--- config.mk ---
export PLATFORM = sky130hd
export DESIGN_NAME = ftrc_step
export DESIGN_NICKNAME = d
export VERILOG_FILES = /design/src/design/ftrc_pkg.sv /design/src/design/ftrc_step.sv
export SDC_FILE = /design/constraint.sdc
export NUM_CORES = 1
export LEC_CHECK = 0
export BUFFER_PORTS_ARGS = -buffer_cell sky130_fd_sc_hd__buf_2
export CAP_MARGIN = 10
export CELL_PAD_IN_SITES_DETAIL_PLACEMENT = 0
export CELL_PAD_IN_SITES_GLOBAL_PLACEMENT = 1
export CORE_MARGIN = 2
export CORE_UTILIZATION = 32
export DETAILED_ROUTE_END_ITERATION = 7
export PLACE_DENSITY_LB_ADDON = 0.1
export SYNTH_ARGS = -nofsm -noshare
export SYNTH_HDL_FRONTEND = slang
export SYNTH_SLANG_ARGS = --single-unit
--- constraint.sdc ---
create_clock -name vclk -period 5.5
set_input_delay 0.825 -clock vclk [all_inputs]
set_output_delay 0.825 -clock vclk [all_outputs]
set_load 0.01 [all_outputs]
--- src/design/ftrc_pkg.sv ---
// ----------------------------------------------------------------------------
// ftrc_pkg
// Types, tag constants and the reset state shared by the response checker.
// ----------------------------------------------------------------------------
package ftrc_pkg;

   // Tag and sub-tag bytes
   localparam logic [7:0] TAG_FCI       = 8'h6F;
   localparam logic [7:0] TAG_PROP      = 8'hA5;
   localparam logic [7:0] TAG_DIR_HI    = 8'hBF;
   localparam logic [7:0] TAG_DIR_LO    = 8'h0C;
   localparam logic [7:0] TAG_ENTRY     = 8'h61;
   localparam logic [7:0] TAG_ADF_NAME  = 8'h4F;
   localparam logic [7:0] TAG_DISCR     = 8'h73;
   localparam logic [7:0] TAG_SUB       = 8'hDF;
   localparam logic [7:0] TAG_LABEL     = 8'h50;
   localparam logic [7:0] TAG_C0        = 8'hC0;
   localparam logic [7:0] TAG_C2_NONCE  = 8'hC2;
   localparam logic [7:0] TAG_C3_KEY    = 8'hC3;
   localparam logic [7:0] SUB_MAX_VER   = 8'h4D;
   localparam logic [7:0] SUB_MIN_VER   = 8'h6D;
   localparam logic [7:0] SUB_BITMAP    = 8'h62;
   localparam logic [7:0] SUB_KEY       = 8'h6B;
   localparam logic [7:0] SUB_NONCE     = 8'h6E;

   // Expected lengths
   localparam logic [7:0] NONCE_LEN     = 8'h20;
   localparam logic [7:0] KEY_LEN       = 8'h21;
   localparam logic [7:0] VER_LEN       = 8'h02;
   localparam logic [7:0] BITMAP_LEN    = 8'h01;
   localparam logic [7:0] LONG_LEN_MIN  = 8'h80;

   localparam int unsigned VER_W = 13;
   localparam logic [VER_W-1:0] VER_MIN_RESET = 13'd2;

   typedef enum logic [4:0] {
      PH_HDR, PH_LEN0, PH_LEN0X, PH_TAGS, PH_TLEN, PH_TVAL, PH_PROP, PH_A5LEN,
      PH_BF, PH_BF2, PH_BFLEN, PH_DIR, PH_ELEN, PH_AIDTAG, PH_GLEN, PH_GVAL,
      PH_NEXT, PH_BODY, PH_T73LEN, PH_SUB, PH_SUBTAG, PH_MAXLEN, PH_MAXB1,
      PH_MAXB2, PH_MINLEN, PH_MINB1, PH_MINB2, PH_BMLEN, PH_BMVAL, PH_SLEN,
      PH_SVAL, PH_TAIL
   } phase_type;

   typedef enum logic [1:0] {
      TGT_NONE  = 2'd0,
      TGT_NONCE = 2'd1,
      TGT_KEY   = 2'd2
   } target_type;

   typedef enum logic [2:0] {
      VD_OK        = 3'd0,
      VD_BAD_HDR   = 3'd1,
      VD_NO_DIR    = 3'd2,
      VD_NO_ADF    = 3'd3,
      VD_BAD_SUBLEN = 3'd4,
      VD_VERSION   = 3'd5,
      VD_TRUNC     = 3'd6
   } verdict_type;

   // Parser context carried from byte to byte
   typedef struct packed {
      phase_type        phase;
      logic [7:0]       skip_cnt;
      logic [7:0]       entry_rem;
      target_type       target;
      logic [5:0]       cap_pos;
      logic [7:0]       first_ver;
      logic [VER_W-1:0] min_ver;
      logic [VER_W-1:0] max_ver;
      logic             skip_sel;
      verdict_type      err;
   } state_type;

   // One result transfer
   typedef struct packed {
      target_type       capture_kind;
      logic [5:0]       capture_index;
      logic [7:0]       capture_byte;
      logic             done_res;
      verdict_type      verdict;
      logic             skip_select_flag;
      logic [VER_W-1:0] min_version;
      logic [VER_W-1:0] max_version;
   } rsp_type;

   localparam state_type STATE_RESET = '{
      phase:     PH_HDR,
      skip_cnt:  8'd0,
      entry_rem: 8'd0,
      target:    TGT_NONE,
      cap_pos:   6'd0,
      first_ver: 8'd0,
      min_ver:   VER_MIN_RESET,
      max_ver:   '0,
      skip_sel:  1'b0,
      err:       VD_OK
   };

endpackage

--- src/design/ftrc_step.sv ---
// ----------------------------------------------------------------------------
// ftrc_step
// Next parser context and result for one byte: the TLV walk, captures,
// version and bitmap sub-tags, and the verdict on the last byte.
// ----------------------------------------------------------------------------
module ftrc_step (
   input  ftrc_pkg::state_type cur,
   input  logic [7:0]          data_byte,
   input  logic                last_byte,
   output ftrc_pkg::state_type nxt,
   output ftrc_pkg::rsp_type   res
);

   ftrc_pkg::state_type    st;
   ftrc_pkg::rsp_type      r;
   logic [7:0]             b;
   logic [7:0]             rem_dec;
   logic [7:0]             skip_dec;
   logic [ftrc_pkg::VER_W-1:0] ver_val;
   logic                   complete;

   assign b        = data_byte;
   assign rem_dec  = (cur.entry_rem != 8'd0) ? cur.entry_rem - 8'd1 : 8'd0;
   assign skip_dec = cur.skip_cnt - 8'd1;
   // first byte times 16 plus second byte
   assign ver_val  = {1'b0, cur.first_ver, 4'b0000} + {5'b00000, b};

   // Parse one byte
   always_comb begin
      st = cur;
      r  = '0;

      if (cur.err == ftrc_pkg::VD_OK) begin
         case (cur.phase)
            ftrc_pkg::PH_HDR: begin
               if (b == ftrc_pkg::TAG_FCI) begin
                  st.phase = ftrc_pkg::PH_LEN0;
               end else begin
                  st.err   = ftrc_pkg::VD_BAD_HDR;
                  st.phase = ftrc_pkg::PH_TAIL;
               end
            end
            ftrc_pkg::PH_LEN0: begin
               st.phase = (b >= ftrc_pkg::LONG_LEN_MIN) ? ftrc_pkg::PH_LEN0X
                                                        : ftrc_pkg::PH_TAGS;
            end
            ftrc_pkg::PH_LEN0X: st.phase = ftrc_pkg::PH_TAGS;
            ftrc_pkg::PH_TAGS: begin
               if (b == ftrc_pkg::TAG_PROP) begin
                  st.phase = ftrc_pkg::PH_A5LEN;
               end else if (b inside {ftrc_pkg::TAG_LABEL,
                                      [ftrc_pkg::TAG_C0:ftrc_pkg::TAG_C3_KEY]}) begin
                  st.target = (b == ftrc_pkg::TAG_C2_NONCE) ? ftrc_pkg::TGT_NONCE :
                              (b == ftrc_pkg::TAG_C3_KEY)   ? ftrc_pkg::TGT_KEY
                                                            : ftrc_pkg::TGT_NONE;
                  st.phase  = ftrc_pkg::PH_TLEN;
               end else begin
                  st.phase = ftrc_pkg::PH_PROP;
               end
            end
            ftrc_pkg::PH_TLEN, ftrc_pkg::PH_SLEN: begin
               if (cur.phase == ftrc_pkg::PH_SLEN) st.entry_rem = rem_dec;
               // keep the capture only at its expected length
               if ((cur.target == ftrc_pkg::TGT_NONCE && b != ftrc_pkg::NONCE_LEN) ||
                   (cur.target == ftrc_pkg::TGT_KEY && b != ftrc_pkg::KEY_LEN))
                  st.target = ftrc_pkg::TGT_NONE;
               st.cap_pos  = 6'd0;
               st.skip_cnt = b;
               if (cur.phase == ftrc_pkg::PH_SLEN)
                  st.phase = (b == 8'd0) ? ftrc_pkg::PH_SUB : ftrc_pkg::PH_SVAL;
               else
                  st.phase = (b == 8'd0) ? ftrc_pkg::PH_TAGS : ftrc_pkg::PH_TVAL;
            end
            ftrc_pkg::PH_TVAL, ftrc_pkg::PH_SVAL: begin
               if (cur.phase == ftrc_pkg::PH_SVAL) st.entry_rem = rem_dec;
               if (cur.target != ftrc_pkg::TGT_NONE) begin
                  r.capture_kind  = cur.target;
                  r.capture_index = cur.cap_pos;
                  r.capture_byte  = b;
               end
               st.cap_pos  = cur.cap_pos + 6'd1;
               st.skip_cnt = skip_dec;
               if (skip_dec == 8'd0)
                  st.phase = (cur.phase == ftrc_pkg::PH_SVAL) ? ftrc_pkg::PH_SUB
                                                              : ftrc_pkg::PH_TAGS;
            end
            ftrc_pkg::PH_PROP, ftrc_pkg::PH_BF, ftrc_pkg::PH_DIR: begin
               // optional templates fall through to the next expected item
               if (cur.phase == ftrc_pkg::PH_PROP && b == ftrc_pkg::TAG_PROP) begin
                  st.phase = ftrc_pkg::PH_A5LEN;
               end else if (cur.phase != ftrc_pkg::PH_DIR && b == ftrc_pkg::TAG_DIR_HI) begin
                  st.phase = ftrc_pkg::PH_BF2;
               end else if (b == ftrc_pkg::TAG_ENTRY) begin
                  st.phase = ftrc_pkg::PH_ELEN;
               end else begin
                  st.err   = ftrc_pkg::VD_NO_DIR;
                  st.phase = ftrc_pkg::PH_TAIL;
               end
            end
            ftrc_pkg::PH_A5LEN: st.phase = ftrc_pkg::PH_BF;
            ftrc_pkg::PH_BF2: begin
               if (b == ftrc_pkg::TAG_DIR_LO) begin
                  st.phase = ftrc_pkg::PH_BFLEN;
               end else begin
                  st.err   = ftrc_pkg::VD_NO_DIR;
                  st.phase = ftrc_pkg::PH_TAIL;
               end
            end
            ftrc_pkg::PH_BFLEN: st.phase = ftrc_pkg::PH_DIR;
            ftrc_pkg::PH_ELEN: begin
               st.entry_rem = b;
               st.phase     = ftrc_pkg::PH_AIDTAG;
            end
            ftrc_pkg::PH_AIDTAG: begin
               if (b != ftrc_pkg::TAG_ADF_NAME) begin
                  st.err   = ftrc_pkg::VD_NO_ADF;
                  st.phase = ftrc_pkg::PH_TAIL;
               end else begin
                  st.entry_rem = rem_dec;
                  st.phase     = ftrc_pkg::PH_GLEN;
               end
            end
            ftrc_pkg::PH_GLEN: begin
               st.entry_rem = rem_dec;
               st.skip_cnt  = b;
               if (b == 8'd0)
                  st.phase = (rem_dec != 8'd0) ? ftrc_pkg::PH_BODY : ftrc_pkg::PH_NEXT;
               else
                  st.phase = ftrc_pkg::PH_GVAL;
            end
            ftrc_pkg::PH_GVAL: begin
               st.entry_rem = rem_dec;
               st.skip_cnt  = skip_dec;
               if (skip_dec == 8'd0)
                  st.phase = (rem_dec != 8'd0) ? ftrc_pkg::PH_BODY : ftrc_pkg::PH_NEXT;
            end
            ftrc_pkg::PH_NEXT: begin
               st.phase = (b == ftrc_pkg::TAG_ENTRY) ? ftrc_pkg::PH_ELEN : ftrc_pkg::PH_TAIL;
            end
            ftrc_pkg::PH_BODY, ftrc_pkg::PH_SUB: begin
               if (cur.phase == ftrc_pkg::PH_SUB && b == ftrc_pkg::TAG_SUB) begin
                  st.entry_rem = rem_dec;
                  st.phase     = ftrc_pkg::PH_SUBTAG;
               end else if (cur.phase == ftrc_pkg::PH_SUB && cur.entry_rem == 8'd0) begin
                  st.phase = (b == ftrc_pkg::TAG_ENTRY) ? ftrc_pkg::PH_ELEN
                                                        : ftrc_pkg::PH_TAIL;
               end else if (b == ftrc_pkg::TAG_ENTRY) begin
                  // nested entry tag closes the current entry
                  st.phase = ftrc_pkg::PH_ELEN;
               end else if (b == ftrc_pkg::TAG_DISCR) begin
                  st.entry_rem = rem_dec;
                  st.phase     = ftrc_pkg::PH_T73LEN;
               end else begin
                  st.entry_rem = rem_dec;
                  st.phase     = ftrc_pkg::PH_GLEN;
               end
            end
            ftrc_pkg::PH_T73LEN: begin
               st.entry_rem = rem_dec;
               st.phase     = ftrc_pkg::PH_SUB;
            end
            ftrc_pkg::PH_SUBTAG: begin
               st.entry_rem = rem_dec;
               if (b == ftrc_pkg::SUB_MAX_VER) begin
                  st.phase = ftrc_pkg::PH_MAXLEN;
               end else if (b == ftrc_pkg::SUB_MIN_VER) begin
                  st.phase = ftrc_pkg::PH_MINLEN;
               end else if (b == ftrc_pkg::SUB_BITMAP) begin
                  st.phase = ftrc_pkg::PH_BMLEN;
               end else begin
                  st.target = (b == ftrc_pkg::SUB_KEY)   ? ftrc_pkg::TGT_KEY :
                              (b == ftrc_pkg::SUB_NONCE) ? ftrc_pkg::TGT_NONCE
                                                         : ftrc_pkg::TGT_NONE;
                  st.phase  = ftrc_pkg::PH_SLEN;
               end
            end
            ftrc_pkg::PH_MAXLEN, ftrc_pkg::PH_MINLEN: begin
               st.entry_rem = rem_dec;
               if (b != ftrc_pkg::VER_LEN) begin
                  st.err   = ftrc_pkg::VD_BAD_SUBLEN;
                  st.phase = ftrc_pkg::PH_TAIL;
               end else begin
                  st.phase = (cur.phase == ftrc_pkg::PH_MAXLEN) ? ftrc_pkg::PH_MAXB1
                                                                : ftrc_pkg::PH_MINB1;
               end
            end
            ftrc_pkg::PH_MAXB1, ftrc_pkg::PH_MINB1: begin
               st.entry_rem = rem_dec;
               st.first_ver = b;
               st.phase     = (cur.phase == ftrc_pkg::PH_MAXB1) ? ftrc_pkg::PH_MAXB2
                                                                : ftrc_pkg::PH_MINB2;
            end
            ftrc_pkg::PH_MAXB2: begin
               st.entry_rem = rem_dec;
               st.max_ver   = ver_val;
               st.phase     = ftrc_pkg::PH_SUB;
            end
            ftrc_pkg::PH_MINB2: begin
               st.entry_rem = rem_dec;
               st.min_ver   = ver_val;
               st.phase     = ftrc_pkg::PH_SUB;
            end
            ftrc_pkg::PH_BMLEN: begin
               st.entry_rem = rem_dec;
               if (b != ftrc_pkg::BITMAP_LEN) begin
                  st.err   = ftrc_pkg::VD_BAD_SUBLEN;
                  st.phase = ftrc_pkg::PH_TAIL;
               end else begin
                  st.phase = ftrc_pkg::PH_BMVAL;
               end
            end
            ftrc_pkg::PH_BMVAL: begin
               st.entry_rem = rem_dec;
               st.skip_sel  = b[0];
               st.phase     = ftrc_pkg::PH_SUB;
            end
            default: ;
         endcase
      end
   end

   // Message end: verdict, then back to the reset context
   assign complete = (st.phase == ftrc_pkg::PH_TAIL) || (st.phase == ftrc_pkg::PH_NEXT) ||
                     (st.phase == ftrc_pkg::PH_SUB && st.entry_rem == 8'd0);

   always_comb begin
      res = r;
      nxt = st;
      if (last_byte) begin
         res.done_res         = 1'b1;
         res.skip_select_flag = st.skip_sel;
         res.min_version      = st.min_ver;
         res.max_version      = st.max_ver;
         if (st.err != ftrc_pkg::VD_OK)
            res.verdict = st.err;
         else if (!complete)
            res.verdict = ftrc_pkg::VD_TRUNC;
         else if (st.min_ver > 13'd1 || st.max_ver < 13'd1)
            res.verdict = ftrc_pkg::VD_VERSION;
         else
            res.verdict = ftrc_pkg::VD_OK;
         nxt = ftrc_pkg::STATE_RESET;
      end
   end

endmodule

# --- Yosys cells after proc, flatten, opt, wreduce, memory -nomap -nowiden ---
# Index checks and enable logic that the tools add are counted.
# Widths: inputs -> output; s select.
totals:
  regBits: 0
  wordCells: 170
  output_inout_bits: 114
classes:
  n_addsub: 4
  magnitude_cmp: 5
  eq_ne: 56
  muxes: 72
  n_reduce_logical: 33
ops:
  columns: ["op", "n"]
  rows:
  - ["$mux 67", 2]
  - ["$pmux 5 s21", 1]
  - ["$eq 5x5->1 const B", 18]
  - ["$mux 5", 18]
  - ["$eq 8x7->1 const B", 9]
  - ["$mux 8", 8]
  - ["$mux 16", 3]
  - ["$pmux 8 s6", 1]
  - ["$eq 5x4->1 const B", 8]
  - ["$eq 8x8->1 const B", 5]
  - ["$mux 3", 13]
  - ["$logic_not 8->1", 4]
  - ["$mux 31", 1]
  - ["$mux 13", 2]
  - ["$mux 2", 11]
  - ["$eq 5x3->1 const B", 4]
  - ["$pmux 3 s6", 1]
  - ["$ge 8x8->1 const B", 2]
  - ["$mux 4", 4]
  - ["$ne 8x6->1 const B", 2]
  - ["$pmux 8 s2", 1]
  - ["$reduce_bool 8->1", 2]
  - ["$sub 8x1->8 const B", 2]
  - ["$add 12x8->13", 1]
  - ["26 further kinds", 47]

# --- Logic depth before layout (Yosys ltp) ---
# Gate-level depths: netlist of run 1.
logic_depth:
  word_depth: 14
  depth_mapped: 14
  mapped_depth_nobuf: 12

# --- Worst setup path after synthesis of run 1 ---
# OpenSTA, ideal clock, no wires.
synth_timing:
  path_kind: "input-to-output"
  startpoint: "in cur[47] (netlist name)"
  endpoint: "out res[27] (netlist name)"
  required_ns: 4.675
  cell_stages: 12
  arrival_ns: 3.785
  n_path_buf: 1
  setup_slack_ns: 0.890
  cell_sequence: "inv_1 -> ha_1 -> buf_2 -> or4b_1 -> or4_1 -> o31ai_1 -> or3_1 -> o32ai_1 -> or3_1 -> or4_1 -> o31ai_2 -> a22o_1"
synth_lines:
  columns: ["item", "line_no", "source"]
  rows:
  - ["from (decl)", "ftrc_step.sv:7", "input ftrc_pkg::state_type cur,"]
  - ["to (decl)", "ftrc_step.sv:11", "output ftrc_pkg::rsp_type res"]

==> flow_summary.ini, run 1 <==
[run_status]
status = completed

[synthesis]
yosysTopAreaCellShare_pct = 9.52
synth.area.top_cells = nor2_1 (9.5%), mux2i_1 (8.9%), nor2b_1 (7.1%)
synth.net_count = 728
ys_top_cells_by_count = nor2_1 (100), nand2_1 (46), nor2b_1 (45)
yosysSeqAreaShare_pct = 0
synth_area_leader_cell = nor2_1
synth_cell_types = 78
syn_inst = 643
syn_area_um2 = 3940
synth.most_common_cell = nor2_1
ys_warn_count = 0
synth_area_per_cell_um2 = 6.13

[sta]
maxSlewViolCount = 0
worst_slew_pin_slew_ns = 0.918
setup_ws_ns = 0.313
max_slew_margin_pct = 38.8
finalSetupViolCount = 0
fmax_ghz = 0.193
post-route-period-util_pct = 94.3
rsz0062_at_grt = false
hold-worst-slack_ns = 2.01
final_hold_viol_count = 0
min_period_ns = 5.19
finalSetupTns_ns = 0

[global_route]
grt_overflow = 0
grt_pass1_vias = 5467
grt_antenna_before_repair = 0
grtUsageTotal_pct = 29.7
grt_pass1_wl_mm = 31.2
grt_max_degree = 55

[placed_design]
postPlaceCellArea_um2 = 5100
place_inst = 960
dp_hpwl_mm = 16.5
port_buffers = 190
dpl_worst_slack_ns = 0.402
gp_congestion = 1.02

[critical_path]
worstSetupStartpointType = input port
path_common_cell = buf_2
crit_buf_inv = 3
crit_arrival_ns = 4.36
crit_type = in2out
crit_chain = buf_2 > nand3b_1 > or4_4 > a31o_1 > or2_4 > o21bai_1 > a221o_1 > or4_1 > o31ai_2 > buf_4 > a22o_1 > buf_2
cp.required_ns = 4.68
cp_slowest_cell = or4_4
crit_path_max_incr_delay_ns = 0.63
crit_path_end_kind = output pin
crit_family = simple AND/OR/NAND/NOR gates
critPathMaxFanout = 28
cp.depth = 12

[finish]
clock_buffers = 0
syn2layout_area_growth_pct = 29.4
final_core_util_pct = 42.5
register_area_um2 = 0
finalNonFillerCells = 960
design.seq.count = 0
nets = 900
fillers = 1290
insertedDiodeCount = 0
drive_gt1_share_pct = 29.8
multi_input_area_um2 = 3670
design_area_um2 = 5100

[clock_network]
postCtsResizedCells = 0
cts-hold-fix-buffers = 0
cts_setup_buffers = 0

[run]
cap_violations = 0

[die]
fp.dieW_um = 115
coreArea_um2 = 12000
io_pins = 190
start_util_pct = 32.8
rows = 40
fp.dieArea_um2 = 13200
die_h_um = 115

[power]
ir_drop_v = 0.0000446
power_uw = 364
power_density_nw_per_um2 = 71.3
power.leakage_nw = 2.31

[routing]
post_drt_wl_per_cell_um = 21.4
postRouteAntennaNets = 0
post-route-drc-count = 0
finalWirelength_mm = 20.5
viasPerCell = 6.07
drt_iter0_drc = 513
drt-pass1-iter-count = 5
dr_total_vias = 5826

[min_path]
hp-class = in2out
holdPathStages = 4
[per-layer routing]
| metal | global-route usage, % | wire length, µm | vias to the layer above |
|---|---|---|---|
| li1 | - | - | 2719 |
| met1 | 41.4 | 8970 | 2741 |
| met2 | 46.2 | 8960 | 317 |
| met3 | 5.48 | 1790 | 49 |
| met4 | 9.72 | 777 | 0 |
| met5 | 0 | 0 | - |
[where the power goes]
part | internal [mW] | switching (mW) | leakage [nW]
clock | 0 | 0 | 0
combinational | 0.135 | 0.229 | 2.31
sequential | 0 | 0 | 0
[cells in the final DEF, fill, tap and decap left out, types with 8 or more instances in the layout]
cell / netlist / final
a21oi_1: 33 / 33
a22oi_1: 10 / 10
a31oi_1: 9 / 9
and2_1: 21 / 21
buf_2: 13 / 190
buf_4: 3 / 33
ha_1: 8 / 8
inv_1: 13 / 13
mux2i_1: 35 / 35
nand2_1: 46 / 46
nand2b_1: 13 / 13
nand3_1: 17 / 17
nor2_1: 100 / 100
nor2b_1: 45 / 45
nor3_1: 20 / 18
nor4_1: 13 / 13
o21ai_0: 38 / 38
or3_1: 8 / 8
[area by class of cell]
| type | instances | share of cell area, % |
|---|---|---|
| tap | 147 | 3.61 |
| inverter | 13 | 0.957 |
| multi-input combinational | 577 | 71.9 |
| timing repair buffer | 223 | 23.5 |
[cells by family (layout without fill, tap and decap cells)]
family	Yosys count	count (layout)	synth area share, %
AND/OR/NAND/NOR	347	347	48.3
AO/OA/AOI/OAI	175	175	30.1
buffers and inverters	66	236	7.17
multiplexers	35	35	8.89
XOR/XNOR	11	11	2.44
adder cells (fa/ha/maj)	9	9	3.05
[worst paths after layout]
| check | from | end |
|---|---|---|
| worst min-delay path | cur[3] | nxt[3] |
| worst max-delay path | cur[63] | res[27] |
Note: power is estimated with default switching activity, not from simulation.
==> run 2: changes to the inputs <==
--- a/config.mk
+++ b/config.mk
@@ -10,7 +10,7 @@
 export CELL_PAD_IN_SITES_DETAIL_PLACEMENT = 0
 export CELL_PAD_IN_SITES_GLOBAL_PLACEMENT = 1
 export CORE_MARGIN = 2
-export CORE_UTILIZATION = 32
+export CORE_UTILIZATION = 35
 export DETAILED_ROUTE_END_ITERATION = 7
 export PLACE_DENSITY_LB_ADDON = 0.1
 export SYNTH_ARGS = -nofsm -noshare
==> constraint.sdc (replaced) <==
create_clock -name vclk -period 6
set_input_delay 0.9 -clock vclk [all_inputs]
set_output_delay 0.9 -clock vclk [all_outputs]
set_load 0.01 [all_outputs]
==> run 2 against run 1 <==
- cell count fell by 2.4%
- non-clock buffer count decreased by 16
- global-route usage rose by 1.6 points
- sequential share of layout area unchanged
- first-iteration DRC count grew 17%
- total power decreased by 11%
- utilization grew 3.0 points
- combinational power shrank 11%
- worst setup slack better by 0.32 ns
- die area fell by 8.3%
- wire length decreased by 3.1%
- critical path type unchanged
- largest power group unchanged
==> flow_summary.ini, run 2 (synthesis gave the netlist of run 1 again) <==
[power]
power_density_nw_per_um2 = 65.0
ir_drop_v = 0.0000381
power_uw = 323
p_sw_uw = 204
internal_power_uw = 119
power.leakage_nw = 2.24
seqPwrFrac_pct = 0
swShare_pct = 63.3
power_frac_clock_pct = 0
comb_power_share_pct = 100.0

[sta]
fmax_ghz = 0.186
rsz0062_at_grt = false
final_hold_viol_count = 0
max_slew_margin_pct = 38.4
min_period_ns = 5.37
finalSetupViolCount = 0
worst_slew_pin_slew_ns = 0.901
maxSlewViolCount = 0
finalSetupTns_ns = 0
post-route-period-util_pct = 89.4

[finish]
nets = 884
insertedDiodeCount = 0
syn2layout_area_growth_pct = 26.1
clock_buffers = 0
fillers = 1249
layout.cells.most_common = buf_2
layout_common_cells = buf_2 (190), nor2_1 (100), nand2_1 (46), nor2b_1 (45), o21ai_0 (38)
design.seq.count = 0
register_area_um2 = 0
drive_gt1_share_pct = 28.4

[routing]
drt-pass1-iter-count = 6
drt_iter0_drc = 602
post_drt_wl_per_cell_um = 21.2
dr_total_vias = 5729
postRouteAntennaNets = 0
viasPerCell = 6.11
finalWirelength_mm = 19.9
post-route-drc-count = 0

[die]
start_util_pct = 36.1
fp.dieArea_um2 = 12100
io_pins = 190
die_h_um = 110
fp.dieW_um = 110
coreArea_um2 = 10900
rows = 38

[critical_path]
cp_slowest_cell = or4b_1
critPathMaxFanout = 8
worstSetupStartpointType = input port
crit_arrival_ns = 4.47
crit_path_end_kind = output pin
crit_chain = buf_2 > inv_1 > ha_1 > or4b_1 > or4_1 > o31ai_1 > or3_1 > o32ai_1 > or3_1 > or4_1 > o31ai_2 > a22o_1 > buf_2
crit_buf_inv = 3
crit_family = simple AND/OR/NAND/NOR gates
cp.required_ns = 5.10
crit_path_max_incr_delay_ns = 0.52
crit_type = in2out

[global_route]
grt_pass1_wl_mm = 29.3
grt_overflow = 0
grt_pass1_vias = 5193
grtUsageTotal_pct = 31.3
grt_max_degree = 63
grt_antenna_before_repair = 0

[placed_design]
dp_hpwl_mm = 15.7
port_buffers = 190
gp_congestion = 1.02

[clock_network]
cts_setup_buffers = 0
postCtsResizedCells = 0
cts-hold-fix-buffers = 0

[min_path]
hp-class = in2out
holdPathEnd = nxt[33]
holdPathStages = 4
worstHoldStart = cur[33]

[run_status]
status = completed

[run]
cap_violations = 0
## run 2: cell count changes in the layout (fill, tap and decap cells not counted), sizes merged
cell  delta
buf     -16
## run 2: power by group through the flow
stage / clock network [mW] / logic, mW / registers [mW]
2_1_floorplan: 0 / 0.186 / 0
3_3_place_gp: 0 / 0.318 / 0
3_5_place_dp: 0 / 0.316 / 0
4_1_cts: 0 / 0.318 / 0
5_1_grt: 0 / 0.348 / 0
6_report: 0 / 0.323 / 0
## run 2: final cells by class
cell class	count	area, µm²	area share (%)
timing repair buffer	207	1080	21.7
tap	140	175	3.52
multi-input combinational	577	3670	73.8
inverter	13	48.8	0.981
## run 2: worst max path at each step
stage	start	endpoint	slack (ns)	depth (start not counted)
detailed placement	cur[47]	res[27]	0.69	13
finish	cur[47]	res[27]	0.63	13
global placement	cur[46]	res[27]	0.72	13
CTS	cur[47]	res[27]	0.67	13
floorplan	cur[47]	res[27]	1.24	12
global route	cur[64]	res[27]	0.41	12
## run 2: per-layer routing
metal / global-route usage, % / routed length (µm)
met1: 41.4 / 8050
met2: 53.9 / 9710
met3: 2.53 / 1400
met4: 9.64 / 702
met5: 0 / 0
## run 2: metrics by stage
stage	hold slack (ns)	util (%)	setup slack [ns]	instance area (µm²)	instances
global route	2.18	45.5	0.409	4970	937
finish	2.16	45.5	0.634	4970	937
CTS	2.16	45.5	0.670	4970	937
floorplan	1.89	-	1.24	3940	643
global placement	2.15	45.5	0.724	4970	937
detailed placement	2.16	45.5	0.689	4970	937
